### src/sv/sh2dec_pkg.sv
// ----------------------------------------------------------------------------
// sh2dec_pkg: shared constants and decode tables for the instruction decoder
// Opcode groups, class numbers and the per-group class lookup functions.
// ----------------------------------------------------------------------------
package sh2dec_pkg;

	// widths of the item fields
	localparam int unsigned OPCODE_W = 16;
	localparam int unsigned ADDR_W   = 32;
	localparam int unsigned CLASS_W  = 8;
	localparam int unsigned REG_W    = 4;
	localparam int unsigned IMM_W    = 10;

	typedef logic [CLASS_W-1:0] class_t;
	typedef logic [3:0]         nibble_t;

	// opcode groups, bits 15..12
	localparam nibble_t GRP_0 = 4'h0;
	localparam nibble_t GRP_1 = 4'h1;
	localparam nibble_t GRP_2 = 4'h2;
	localparam nibble_t GRP_3 = 4'h3;
	localparam nibble_t GRP_4 = 4'h4;
	localparam nibble_t GRP_5 = 4'h5;
	localparam nibble_t GRP_6 = 4'h6;
	localparam nibble_t GRP_7 = 4'h7;
	localparam nibble_t GRP_8 = 4'h8;
	localparam nibble_t GRP_9 = 4'h9;
	localparam nibble_t GRP_A = 4'hA;
	localparam nibble_t GRP_B = 4'hB;
	localparam nibble_t GRP_C = 4'hC;
	localparam nibble_t GRP_D = 4'hD;
	localparam nibble_t GRP_E = 4'hE;

	// group 0x8 sub-codes in bits 11..8 that carry an immediate
	localparam nibble_t SUB8_MOVB_ST = 4'h0;
	localparam nibble_t SUB8_MOVW_ST = 4'h1;
	localparam nibble_t SUB8_MOVB_LD = 4'h4;
	localparam nibble_t SUB8_MOVW_LD = 4'h5;
	localparam nibble_t SUB8_CMPEQ   = 4'h8;

	// group 0xC sub-codes in bits 11..8 with scaled displacement
	localparam nibble_t SUBC_WORD_A = 4'h1;
	localparam nibble_t SUBC_WORD_B = 4'h5;
	localparam nibble_t SUBC_LONG_A = 4'h2;
	localparam nibble_t SUBC_LONG_B = 4'h6;
	localparam nibble_t SUBC_MOVA   = 4'h7;

	// class numbers, dense and in group order
	localparam class_t CLS_NONE    = 8'd0;
	localparam class_t CLS_MOVL_SD = 8'd26;
	localparam class_t CLS_MACW    = 8'd94;
	localparam class_t CLS_MOVL_LD = 8'd95;
	localparam class_t CLS_G6_BASE = 8'd96;
	localparam class_t CLS_ADDI    = 8'd112;
	localparam class_t CLS_MOVW_PC = 8'd122;
	localparam class_t CLS_BRA     = 8'd123;
	localparam class_t CLS_BSR     = 8'd124;
	localparam class_t CLS_GC_BASE = 8'd125;
	localparam class_t CLS_MOVL_PC = 8'd141;
	localparam class_t CLS_MOVI    = 8'd142;

	// group 0x0: fixed codes on bits 5..0, then indexed forms on bits 3..0
	function automatic class_t grp0_class(input logic [5:0] low6);
		class_t cls;
		cls = CLS_NONE;
		case (low6)
			6'h08: cls = 8'd1;
			6'h09: cls = 8'd2;
			6'h0B: cls = 8'd3;
			6'h18: cls = 8'd4;
			6'h19: cls = 8'd5;
			6'h1B: cls = 8'd6;
			6'h28: cls = 8'd7;
			6'h2B: cls = 8'd8;
			6'h02: cls = 8'd9;
			6'h03: cls = 8'd10;
			6'h0A: cls = 8'd11;
			6'h12: cls = 8'd12;
			6'h1A: cls = 8'd13;
			6'h22: cls = 8'd14;
			6'h23: cls = 8'd15;
			6'h29: cls = 8'd16;
			6'h2A: cls = 8'd17;
			default: begin
				case (low6[3:0])
					4'h4: cls = 8'd18;
					4'h5: cls = 8'd19;
					4'h6: cls = 8'd20;
					4'h7: cls = 8'd21;
					4'hC: cls = 8'd22;
					4'hD: cls = 8'd23;
					4'hE: cls = 8'd24;
					4'hF: cls = 8'd25;
					default: cls = CLS_NONE;
				endcase
			end
		endcase
		return cls;
	endfunction

	// group 0x2 on bits 3..0
	function automatic class_t grp2_class(input nibble_t n4);
		class_t cls;
		cls = CLS_NONE;
		case (n4)
			4'h0: cls = 8'd27;
			4'h1: cls = 8'd28;
			4'h2: cls = 8'd29;
			4'h4: cls = 8'd30;
			4'h5: cls = 8'd31;
			4'h6: cls = 8'd32;
			4'h7: cls = 8'd33;
			4'h8: cls = 8'd34;
			4'h9: cls = 8'd35;
			4'hA: cls = 8'd36;
			4'hB: cls = 8'd37;
			4'hC: cls = 8'd38;
			4'hD: cls = 8'd39;
			4'hE: cls = 8'd40;
			4'hF: cls = 8'd41;
			default: cls = CLS_NONE;
		endcase
		return cls;
	endfunction

	// group 0x3 on bits 3..0
	function automatic class_t grp3_class(input nibble_t n4);
		class_t cls;
		cls = CLS_NONE;
		case (n4)
			4'h0: cls = 8'd42;
			4'h2: cls = 8'd43;
			4'h3: cls = 8'd44;
			4'h4: cls = 8'd45;
			4'h5: cls = 8'd46;
			4'h6: cls = 8'd47;
			4'h7: cls = 8'd48;
			4'h8: cls = 8'd49;
			4'hA: cls = 8'd50;
			4'hB: cls = 8'd51;
			4'hC: cls = 8'd52;
			4'hD: cls = 8'd53;
			4'hE: cls = 8'd54;
			4'hF: cls = 8'd55;
			default: cls = CLS_NONE;
		endcase
		return cls;
	endfunction

	// group 0x4 on bits 5..0, with MAC.W taking any remaining code ending in 0xF
	function automatic class_t grp4_class(input logic [5:0] low6);
		class_t cls;
		cls = CLS_NONE;
		case (low6)
			6'h00: cls = 8'd56;
			6'h01: cls = 8'd57;
			6'h02: cls = 8'd58;
			6'h03: cls = 8'd59;
			6'h04: cls = 8'd60;
			6'h05: cls = 8'd61;
			6'h06: cls = 8'd62;
			6'h07: cls = 8'd63;
			6'h08: cls = 8'd64;
			6'h09: cls = 8'd65;
			6'h0A: cls = 8'd66;
			6'h0B: cls = 8'd67;
			6'h0E: cls = 8'd68;
			6'h10: cls = 8'd69;
			6'h11: cls = 8'd70;
			6'h12: cls = 8'd71;
			6'h13: cls = 8'd72;
			6'h15: cls = 8'd73;
			6'h16: cls = 8'd74;
			6'h17: cls = 8'd75;
			6'h18: cls = 8'd76;
			6'h19: cls = 8'd77;
			6'h1A: cls = 8'd78;
			6'h1B: cls = 8'd79;
			6'h1E: cls = 8'd80;
			6'h20: cls = 8'd81;
			6'h21: cls = 8'd82;
			6'h22: cls = 8'd83;
			6'h23: cls = 8'd84;
			6'h24: cls = 8'd85;
			6'h25: cls = 8'd86;
			6'h26: cls = 8'd87;
			6'h27: cls = 8'd88;
			6'h28: cls = 8'd89;
			6'h29: cls = 8'd90;
			6'h2A: cls = 8'd91;
			6'h2B: cls = 8'd92;
			6'h2E: cls = 8'd93;
			default: cls = (low6[3:0] == 4'hF) ? CLS_MACW : CLS_NONE;
		endcase
		return cls;
	endfunction

	// group 0x8 on bits 11..8
	function automatic class_t grp8_class(input nibble_t rn);
		class_t cls;
		cls = CLS_NONE;
		case (rn)
			4'h0: cls = 8'd113;
			4'h1: cls = 8'd114;
			4'h4: cls = 8'd115;
			4'h5: cls = 8'd116;
			4'h8: cls = 8'd117;
			4'h9: cls = 8'd118;
			4'hB: cls = 8'd120;
			4'hD: cls = 8'd119;
			4'hF: cls = 8'd121;
			default: cls = CLS_NONE;
		endcase
		return cls;
	endfunction

endpackage

### src/sv/sh2_instruction_decoder.sv
// ----------------------------------------------------------------------------
// sh2_instruction_decoder: decode of one 16-bit instruction word per transfer
// Two register stages around a single pass of decode and target arithmetic.
// ----------------------------------------------------------------------------
// Usage
//   Input channel in_valid/in_ready carries opcode and instr_address. Output
//   channel out_valid/out_ready carries known, instr_class, reg_n, reg_m,
//   immediate, target and at_pc, one result per input transfer, in order.
//   cfg_wr_en/cfg_wr_data write current_pc; write it only while
//   no transfer is in flight.
//   A word passes the input register, then the result register, before its
//   result is presented. Throughput: one transfer per cycle while the
//   receiver keeps out_ready high; the decode and the 32-bit target sum sit
//   between the two registers.
//   Reset clears both stage valid flags and current_pc to zero.
//   When the receiver stalls, the result register holds; the input register
//   still takes one more word, after which in_ready drops until out_ready.
// ----------------------------------------------------------------------------
module sh2_instruction_decoder
	import sh2dec_pkg::*;
(
	input  logic                clk,
	input  logic                arst_n,
	// configuration
	input  logic                cfg_wr_en,
	input  logic [ADDR_W-1:0]   cfg_wr_data,
	// input channel
	input  logic                in_valid,
	output logic                in_ready,
	input  logic [OPCODE_W-1:0] opcode,
	input  logic [ADDR_W-1:0]   instr_address,
	// output channel
	output logic                out_valid,
	input  logic                out_ready,
	output logic                known,
	output logic [CLASS_W-1:0]  instr_class,
	output logic [REG_W-1:0]    reg_n,
	output logic [REG_W-1:0]    reg_m,
	output logic [IMM_W-1:0]    immediate,
	output logic [ADDR_W-1:0]   target,
	output logic                at_pc
);

	logic [ADDR_W-1:0]   current_pc_q;

	logic                valid_s1;
	logic [OPCODE_W-1:0] opcode_s1;
	logic [ADDR_W-1:0]   addr_s1;

	logic                valid_s2;
	logic                known_s2;
	class_t              class_s2;
	logic [REG_W-1:0]    reg_n_s2;
	logic [REG_W-1:0]    reg_m_s2;
	logic [IMM_W-1:0]    imm_s2;
	logic [ADDR_W-1:0]   target_s2;
	logic                at_pc_s2;

	logic                adv_s1;
	logic                adv_s2;

	nibble_t             grp;
	nibble_t             rn;
	nibble_t             n4;
	logic [7:0]          i8;
	class_t              cls;
	logic [IMM_W-1:0]    imm;
	logic                tgt_en;
	logic [ADDR_W-1:0]   offset;
	logic [ADDR_W-1:0]   tgt;

	// configuration register
	always_ff @(posedge clk or negedge arst_n) begin
		if (!arst_n) begin
			current_pc_q <= '0;
		end else if (cfg_wr_en) begin
			current_pc_q <= cfg_wr_data;
		end
	end

	// stage handshake
	assign adv_s2   = !valid_s2 || out_ready;
	assign adv_s1   = !valid_s1 || adv_s2;
	assign in_ready = adv_s1;

	// input register
	always_ff @(posedge clk or negedge arst_n) begin
		if (!arst_n) begin
			valid_s1 <= 1'b0;
		end else if (adv_s1) begin
			valid_s1 <= in_valid;
		end
	end

	always_ff @(posedge clk) begin
		if (in_valid && adv_s1) begin
			opcode_s1 <= opcode;
			addr_s1   <= instr_address;
		end
	end

	// field extraction
	assign grp = opcode_s1[15:12];
	assign rn  = opcode_s1[11:8];
	assign n4  = opcode_s1[3:0];
	assign i8  = opcode_s1[7:0];

	// class, scaled immediate and pc-relative offset
	always_comb begin
		cls    = CLS_NONE;
		imm    = '0;
		tgt_en = 1'b0;
		offset = '0;
		case (grp)
			GRP_0: cls = grp0_class(opcode_s1[5:0]);
			GRP_1: begin
				cls = CLS_MOVL_SD;
				imm = {4'd0, n4, 2'd0};
			end
			GRP_2: cls = grp2_class(n4);
			GRP_3: cls = grp3_class(n4);
			GRP_4: cls = grp4_class(opcode_s1[5:0]);
			GRP_5: begin
				cls = CLS_MOVL_LD;
				imm = {4'd0, n4, 2'd0};
			end
			GRP_6: cls = CLS_G6_BASE + {4'd0, n4};
			GRP_7: begin
				cls = CLS_ADDI;
				imm = {2'd0, i8};
			end
			GRP_8: begin
				cls = grp8_class(rn);
				if (rn == SUB8_MOVB_ST || rn == SUB8_MOVB_LD) begin
					imm = {6'd0, n4};
				end else if (rn == SUB8_MOVW_ST || rn == SUB8_MOVW_LD) begin
					imm = {5'd0, n4, 1'b0};
				end else if (rn == SUB8_CMPEQ) begin
					imm = {2'd0, i8};
				end else if (cls != CLS_NONE) begin
					// conditional branch, signed 8-bit word displacement
					tgt_en = 1'b1;
					offset = {{23{i8[7]}}, i8, 1'b0};
				end
			end
			GRP_9: begin
				cls    = CLS_MOVW_PC;
				imm    = {1'b0, i8, 1'b0};
				tgt_en = 1'b1;
				offset = {23'd0, i8, 1'b0};
			end
			GRP_A, GRP_B: begin
				cls    = (grp == GRP_A) ? CLS_BRA : CLS_BSR;
				tgt_en = 1'b1;
				offset = {{19{opcode_s1[11]}}, opcode_s1[11:0], 1'b0};
			end
			GRP_C: begin
				cls = CLS_GC_BASE + {4'd0, rn};
				if (rn == SUBC_WORD_A || rn == SUBC_WORD_B) begin
					imm = {1'b0, i8, 1'b0};
				end else if (rn == SUBC_LONG_A || rn == SUBC_LONG_B || rn == SUBC_MOVA) begin
					imm = {i8, 2'd0};
				end else begin
					imm = {2'd0, i8};
				end
				if (rn == SUBC_MOVA) begin
					tgt_en = 1'b1;
					offset = {22'd0, i8, 2'd0};
				end
			end
			GRP_D: begin
				cls    = CLS_MOVL_PC;
				imm    = {i8, 2'd0};
				tgt_en = 1'b1;
				offset = {22'd0, i8, 2'd0};
			end
			GRP_E: begin
				cls = CLS_MOVI;
				imm = {2'd0, i8};
			end
			default: cls = CLS_NONE;
		endcase
	end

	// target is address plus 4 plus offset, modulo 2^32
	assign tgt = tgt_en ? (addr_s1 + ADDR_W'(4) + offset) : '0;

	// result register
	always_ff @(posedge clk or negedge arst_n) begin
		if (!arst_n) begin
			valid_s2 <= 1'b0;
		end else if (adv_s2) begin
			valid_s2 <= valid_s1;
		end
	end

	always_ff @(posedge clk) begin
		if (valid_s1 && adv_s2) begin
			known_s2  <= (cls != CLS_NONE);
			class_s2  <= cls;
			reg_n_s2  <= rn;
			reg_m_s2  <= opcode_s1[7:4];
			imm_s2    <= imm;
			target_s2 <= tgt;
			at_pc_s2  <= (addr_s1 == current_pc_q);
		end
	end

	assign out_valid   = valid_s2;
	assign known       = known_s2;
	assign instr_class = class_s2;
	assign reg_n       = reg_n_s2;
	assign reg_m       = reg_m_s2;
	assign immediate   = imm_s2;
	assign target      = target_s2;
	assign at_pc       = at_pc_s2;

	// known flag agrees with the class number
	assert property (@(posedge clk) disable iff (!arst_n)
		out_valid |-> (known == (instr_class != CLS_NONE)))
		else $error("known flag disagrees with class");

	// undefined codes carry no immediate and no target
	assert property (@(posedge clk) disable iff (!arst_n)
		(out_valid && !known) |-> (immediate == '0 && target == '0))
		else $error("undefined code with immediate or target");

	// a held word in the input register is not dropped while the output stalls
	assert property (@(posedge clk) disable iff (!arst_n)
		(valid_s1 && !adv_s1) |=> (valid_s1 && $stable(opcode_s1) && $stable(addr_s1)))
		else $error("input register lost a word during stall");

	// a result waiting on the receiver is not replaced
	assert property (@(posedge clk) disable iff (!arst_n)
		(valid_s2 && !out_ready) |=> (valid_s2 && $stable(class_s2) && $stable(target_s2)))
		else $error("result register changed during stall");

endmodule

### config.mk
export PLATFORM = sky130hd
export DESIGN_NAME = sh2_instruction_decoder
export DESIGN_NICKNAME = d
export VERILOG_FILES = /design/src/sv/sh2dec_pkg.sv /design/src/sv/sh2_instruction_decoder.sv
export SDC_FILE = /design/constraint.sdc
export NUM_CORES = 1
export LEC_CHECK = 0
export ABC_CLOCK_PERIOD_IN_PS = 9200
export BUFFER_PORTS_ARGS = -buffer_cell sky130_fd_sc_hd__buf_2
export CORE_ASPECT_RATIO = 0.7
export CORE_MARGIN = 2
export CORE_UTILIZATION = 60
export CTS_BUF_LIST = sky130_fd_sc_hd__clkbuf_2 sky130_fd_sc_hd__clkbuf_4 sky130_fd_sc_hd__clkbuf_8
export CTS_CLUSTER_SIZE = 8
export DETAILED_ROUTE_END_ITERATION = 12
export GPL_TIMING_DRIVEN = 0
export HOLD_SLACK_MARGIN = 0.12
export PLACE_DENSITY = 0.84
export SLEW_MARGIN = 20
export SYNTH_ARGS = -nofsm -noshare
export SYNTH_HDL_FRONTEND = slang
export SYNTH_SLANG_ARGS = --single-unit
### constraint.sdc
create_clock -name clk -period 9.2 [get_ports clk]
set_input_delay 0.46 -clock clk [delete_from_list [all_inputs] [get_ports clk]]
set_output_delay 0.46 -clock clk [all_outputs]
set_load 0.01 [all_outputs]
# After elaboration in Yosys (flattened, before gate mapping)
# Memories as Yosys holds them, arrays and structs flattened. A register that Yosys moved wholly into a read port is not among the register bits.
# Index checks and enable logic that the tools add are counted.
# totals
wordCells	127
register_bits	142
romBits	384
output_inout_bits	62
mem_count	4
# op_classes
add_sub_neg	4
reduce_logical	19
n_eq_ne	60
muxes	28
# memory_table
name	words	word_bits	read_ports	rd_clocked_by_memory_dff	write_ports	line_no	rtl
(name not given)	16	7	1	1	0	sh2dec_pkg.sv:202	case (rn)
(name not given)	16	6	1	1	0	sh2dec_pkg.sv:105	case (n4)
(name not given)	16	6	1	1	0	sh2dec_pkg.sv:130	case (n4)
(name not given)	16	5	1	1	0	sh2dec_pkg.sv:85	case (low6[3:0])
# ops
cell	n
$pmux 7 s38	1
$pmux 32 s5	1
$pmux 8 s17	1
$mux 32	4
$pmux 8 s14	1
$eq 6x6->1 const B	13
$eq 6x5->1 const B	12
$pmux 10 s6	1
$eq 4x4->1 const B	9
$add 32x3->32 const B	1
$add 32x32->32	1
$eq 32x32->1	1
$eq 4x3->1 const B	8
$mux 8	4
$eq 6x4->1 const B	5
$mux 10	3
$eq 6x3->1 const B	4
$add 7x4->8 const A	2
$mux 4	4
$reduce_bool 8->1	2
$eq 4x2->1 const B	3
$eq 6x2->1 const B	2
$eq 4x1->1 const B	2
$logic_not 4->1	2
other kinds (11)	24

# Depth between registers and ports, before layout
# depth
depth_word	9
ltp_mapped	19

# Worst setup path after synthesis
# Ideal clock, no wire load.
# synth_path
kind	register to register
startpoint	register opcode_s1[13]
endpoint	register target_s2[24], in the netlist target[24], data pin
t_arrival_ns	3.963
stages_incl_launch_ff	17
setup_ns	0.262
slack_ns	4.975
n_path_buf	2
path_cell_list	edfxtp_1 -> clkbuf_1 -> buf_2 -> o32ai_1 -> a22oi_1 -> ha_1 -> inv_1 -> ha_1 -> inv_1 -> fa_1 -> nor2b_1 -> o31a_1 -> o21bai_1 -> a31oi_1 -> o31a_1 -> a21oi_1 -> mux2_1
# synth_between
elab_chain_len	4
word_cells_on_any_way	11
classes_between	add/sub (1); eq/ne (6); mux (2); reduce/logical (2)
# synth_rtl
element	line_no	rtl
start: declaration	sh2_instruction_decoder.sv:47	logic [OPCODE_W-1:0] opcode_s1;
start signal: assignment	sh2_instruction_decoder.sv:97	opcode_s1 <= opcode;
$eq 4x4->1	sh2_instruction_decoder.sv:114	case (grp)
$reduce_or 2->1	n/a	
$pmux 32 s5	sh2_instruction_decoder.sv:114	
$add 32x32->32	sh2_instruction_decoder.sv:186	assign tgt = tgt_en ? (addr_s1 + ADDR_W'(4) + offset) : '0;
end signal: assignment	sh2_instruction_decoder.sv:204	target_s2 <= tgt;
end: declaration	sh2_instruction_decoder.sv:56	logic [ADDR_W-1:0] target_s2;
# Several ways; a longest one is shown, not always the timed one.
# A chain may end at the register's enable or synchronous reset.

# Worst setup path after layout
# Same ends and word-level chain as after synthesis.

==> impl_metrics.ini <==
[synth]
netlist_top_cells_area = edfxtp_1 34%, ha_1 9.4%, dfrtp_1 9.0%
synth_enable_flop_cells = 108
combinational_family_with_the_most_area_after_synthesis = compound AO/OA/AOI/OAI gates
post_synth_fa_ha_maj_area_fraction = 0.0959
syn-num-nets = 1031
yosys.area_share.simple = 0.134
postSynthRegisterBits = 164
asyncSetResetFlopFracSynth = 0.207
post_synthesis_xor_xnor_area_fraction = 0.0435
synth_top_area_cell = edfxtp_1
netlist_instances = 874
synth_sequential_area_ratio = 0.479
syn_area_um2 = 9470
ys_types = 80
synth_compound_gate_area_share = 0.166
synth_top_area_frac = 0.343
synth_area_per_cell_um2 = 10.8
ys.warnings.count = 0
dominant_register_cell_in_the_synthesized_netlist = edfxtp_1
muxShareOfSynthArea = 0.0511

[placement]
detailedPlacementHpwl_mm = 19.4
gp_congestion = 0.979
count_of_buffers_inserted_at_the_top_level_ports = 145

[drt]
route.detailed.wl_per_inst_um = 20.7
post-route-drc-count = 0
via_per_inst = 6.41
vias = 8043
drt-pass1-iter-count = 8
initial_detailed_routing_violation_count = 1106
final_wl_mm = 25.9
drtAntennaViolNets = 0

[sta]
grt_setup_unrepaired = false
fin_worst_skew_ns = 0.0180
final_max_slew_viol_count = 0
maxSlewHeadroom = 0.343
timing_hold_violations_final = 0
finalWorstPathRequiredPeriod_ns = 5.13
max_clock_freq_ghz = 0.195
layout_worst_path_cycle_share = 0.558
worst-slew-pin-transition_ns = 0.983
final-setup-viol-count = 0
tns_ns = 0

[setup_path]
cp_num_cells = 16
crit_type = flop to flop
crit_end = target[24]
reg2regPathDepth = 16
worst_ep_required_ns = 9.43
reg2reg_to = target[24]
r2r_setup_slack_ns = 4.07
cp.arrival_ns = 5.37
path_delay_family = compound AO/OA/AOI/OAI gates
r2r-start = opcode_s1[13]
worstPathCellList = clkbuf_1 > buf_2 > o32ai_1 > a22oi_1 > ha_1 > inv_1 > ha_1 > inv_1 > fa_1 > nor2b_1 > o31a_1 > o21bai_1 > a31oi_1 > o31a_1 > a21oi_1 > mux2_1
cp_slowest_cell = o32ai_1
timing.critical_path.from_type = flop
crit_path_max_fanout = 10
cp.buffers_inverters = 4
setup.worst_path.start = opcode_s1[13]
slowest_delay_ns = 0.86
worst_setup_path_end_kind = flop

[job]
drv.max_cap_violation_count = 0

[hold_path]
timing.hold.worst.class = primary input to flop

[global_routing]
grt_max_degree = 57
wire_length_of_the_first_global_routing_pass_mm = 40.2
first_global_vias = 7363
grtUsageTotal = 0.319
globalRoute.totalOverflow = 0
antenna_found_initial = 1

[clock_network]
cts_sinks = 164
tritoncts_clock_tree = yes
clk_pin_slew_worst_paths_ns = 0.10
clk_latency_ns = 0.48
cts.htree.levels = 4
cts_inserted_buffers = 17
cts-root-to-sink-buffers = 2
cts.repair.resized = 0
buffer_type_at_the_clock_tree_root = clkbuf_8
setup_bufs_post_cts = 0
cts_hold_repair.buffers = 1

[pwr]
sequential_fraction_of_design_power = 0.500
worst_ir_drop_vdd_uv = 127
total_switching_power_w = 0.000583
clock_power_share = 0.285
power_density_nw_per_um2 = 166
p_int_w = 0.00122
power.static_leakage_nw = 4.74
pwr-share-comb = 0.215
switching_share = 0.323

[finish]
final_layout_size_suffix_gt1_frac = 0.223
final_cell_mix = 153 x buf_2, 108 x edfxtp_1, 71 x ha_1
syn2layout_area_growth_pct = 14.8
n_antenna_cell = 0
final_common_cell = buf_2
layout.core_utilization = 0.704
number_of_nets_in_the_finished_design = 1198

[floorplan]
io_pins = 147
floorplan.die.width_um = 154
core.rowCount = 38
die_area_um2 = 16800
floorplan.initialDensity = 0.613
fp.coreArea_um2 = 15500
die_h_um = 109

[status]
run_status = complete, no violations
## kinds of logic (layout without fill, tap and decap cells)
| kind of cell | Yosys count | after routing |
|---|---|---|
| and+or+nand+nor | 248 | 248 |
| buffers and inverters | 71 | 251 |
| AOI/OAI and AO/OA | 228 | 228 |
| adders and majority gates | 72 | 72 |
| DFF | 164 | 164 |
| muxes | 44 | 44 |
| xor gates and xnor gates | 47 | 47 |
## worst min-delay path by stage
stage,startpoint,endpoint,slack (ns),cells after the start
after global placement,opcode_s1[11],reg_n[3],0.43,0
after global routing,instr_address[26],addr_s1[26],0.12,1
after detailed placement,opcode_s1[10],reg_n[2],0.43,0
after floorplan,arst_n,current_pc_q[0],0.16,0
final,instr_address[19],addr_s1[19],0.15,1
after CTS,instr_address[21],addr_s1[21],0.13,1
## area by class of cell
| class | count | area, µm² |
|---|---|---|
| plain buffers | 38 | 160 |
| clock buffers | 18 | 241 |
| clock inverters | 14 | 136 |
| fillers | 1140 | 4580 |
| inverters | 33 | 126 |
| multi-input cells | 639 | 4650 |
| flip-flops and latches | 164 | 4530 |
| well taps | 200 | 250 |
| repair buffers | 148 | 771 |
## layer usage
| metal | track usage | share of wire | up-vias |
|---|---|---|---|
| li1 | - | - | 3621 |
| met1 | 0.489 | 0.46 | 3825 |
| met5 | 0 | 0.00046 | - |
| met4 | 0.109 | 0.022 | 2 |
| met2 | 0.436 | 0.40 | 544 |
| met3 | 0.0831 | 0.12 | 51 |
## power groups by stage
stage / clock [W] / combinational (W) / sequential [W]
2_1_floorplan: 0 / 0.000236 / 0.000920
3_3_place_gp: 0 / 0.000361 / 0.000918
3_5_place_dp: 0 / 0.000373 / 0.000918
4_1_cts: 0.000518 / 0.000377 / 0.000902
5_1_grt: 0.000549 / 0.000423 / 0.000909
6_report: 0.000514 / 0.000387 / 0.000903
## Yosys cell counts (16+ instances only)
cell and n:
dfxtp_1 22, nand2_1 55, ha_1 71, edfxtp_1 108, nor2_1 54, nor3_1 28, clkbuf_1 23, a21oi_1 54
o21ai_0 36, xor2_1 35, dfrtp_1 34, nand3_1 16, a21o_1 16, inv_1 33, nand2b_1 16, mux2_2 34
## through the flow
stage | setup WS [ns] | std cells | hold WS, ns | power, W | cell area (µm²)
2_1_floorplan | 4.98 | 874 | 0.164 | 0.00116 | 9470
6_report | 4.07 | 1254 | 0.149 | 0.00180 | 10900
4_1_cts | 4.14 | 1254 | 0.126 | 0.00180 | 10900
3_5_place_dp | 4.15 | 1221 | 0.427 | 0.00129 | 10500
3_3_place_gp | 4.20 | 1219 | 0.430 | 0.00128 | 10400
5_1_grt | 3.72 | 1254 | 0.122 | 0.00188 | 10900
No activity file was read; power rests on OpenSTA's default activity.
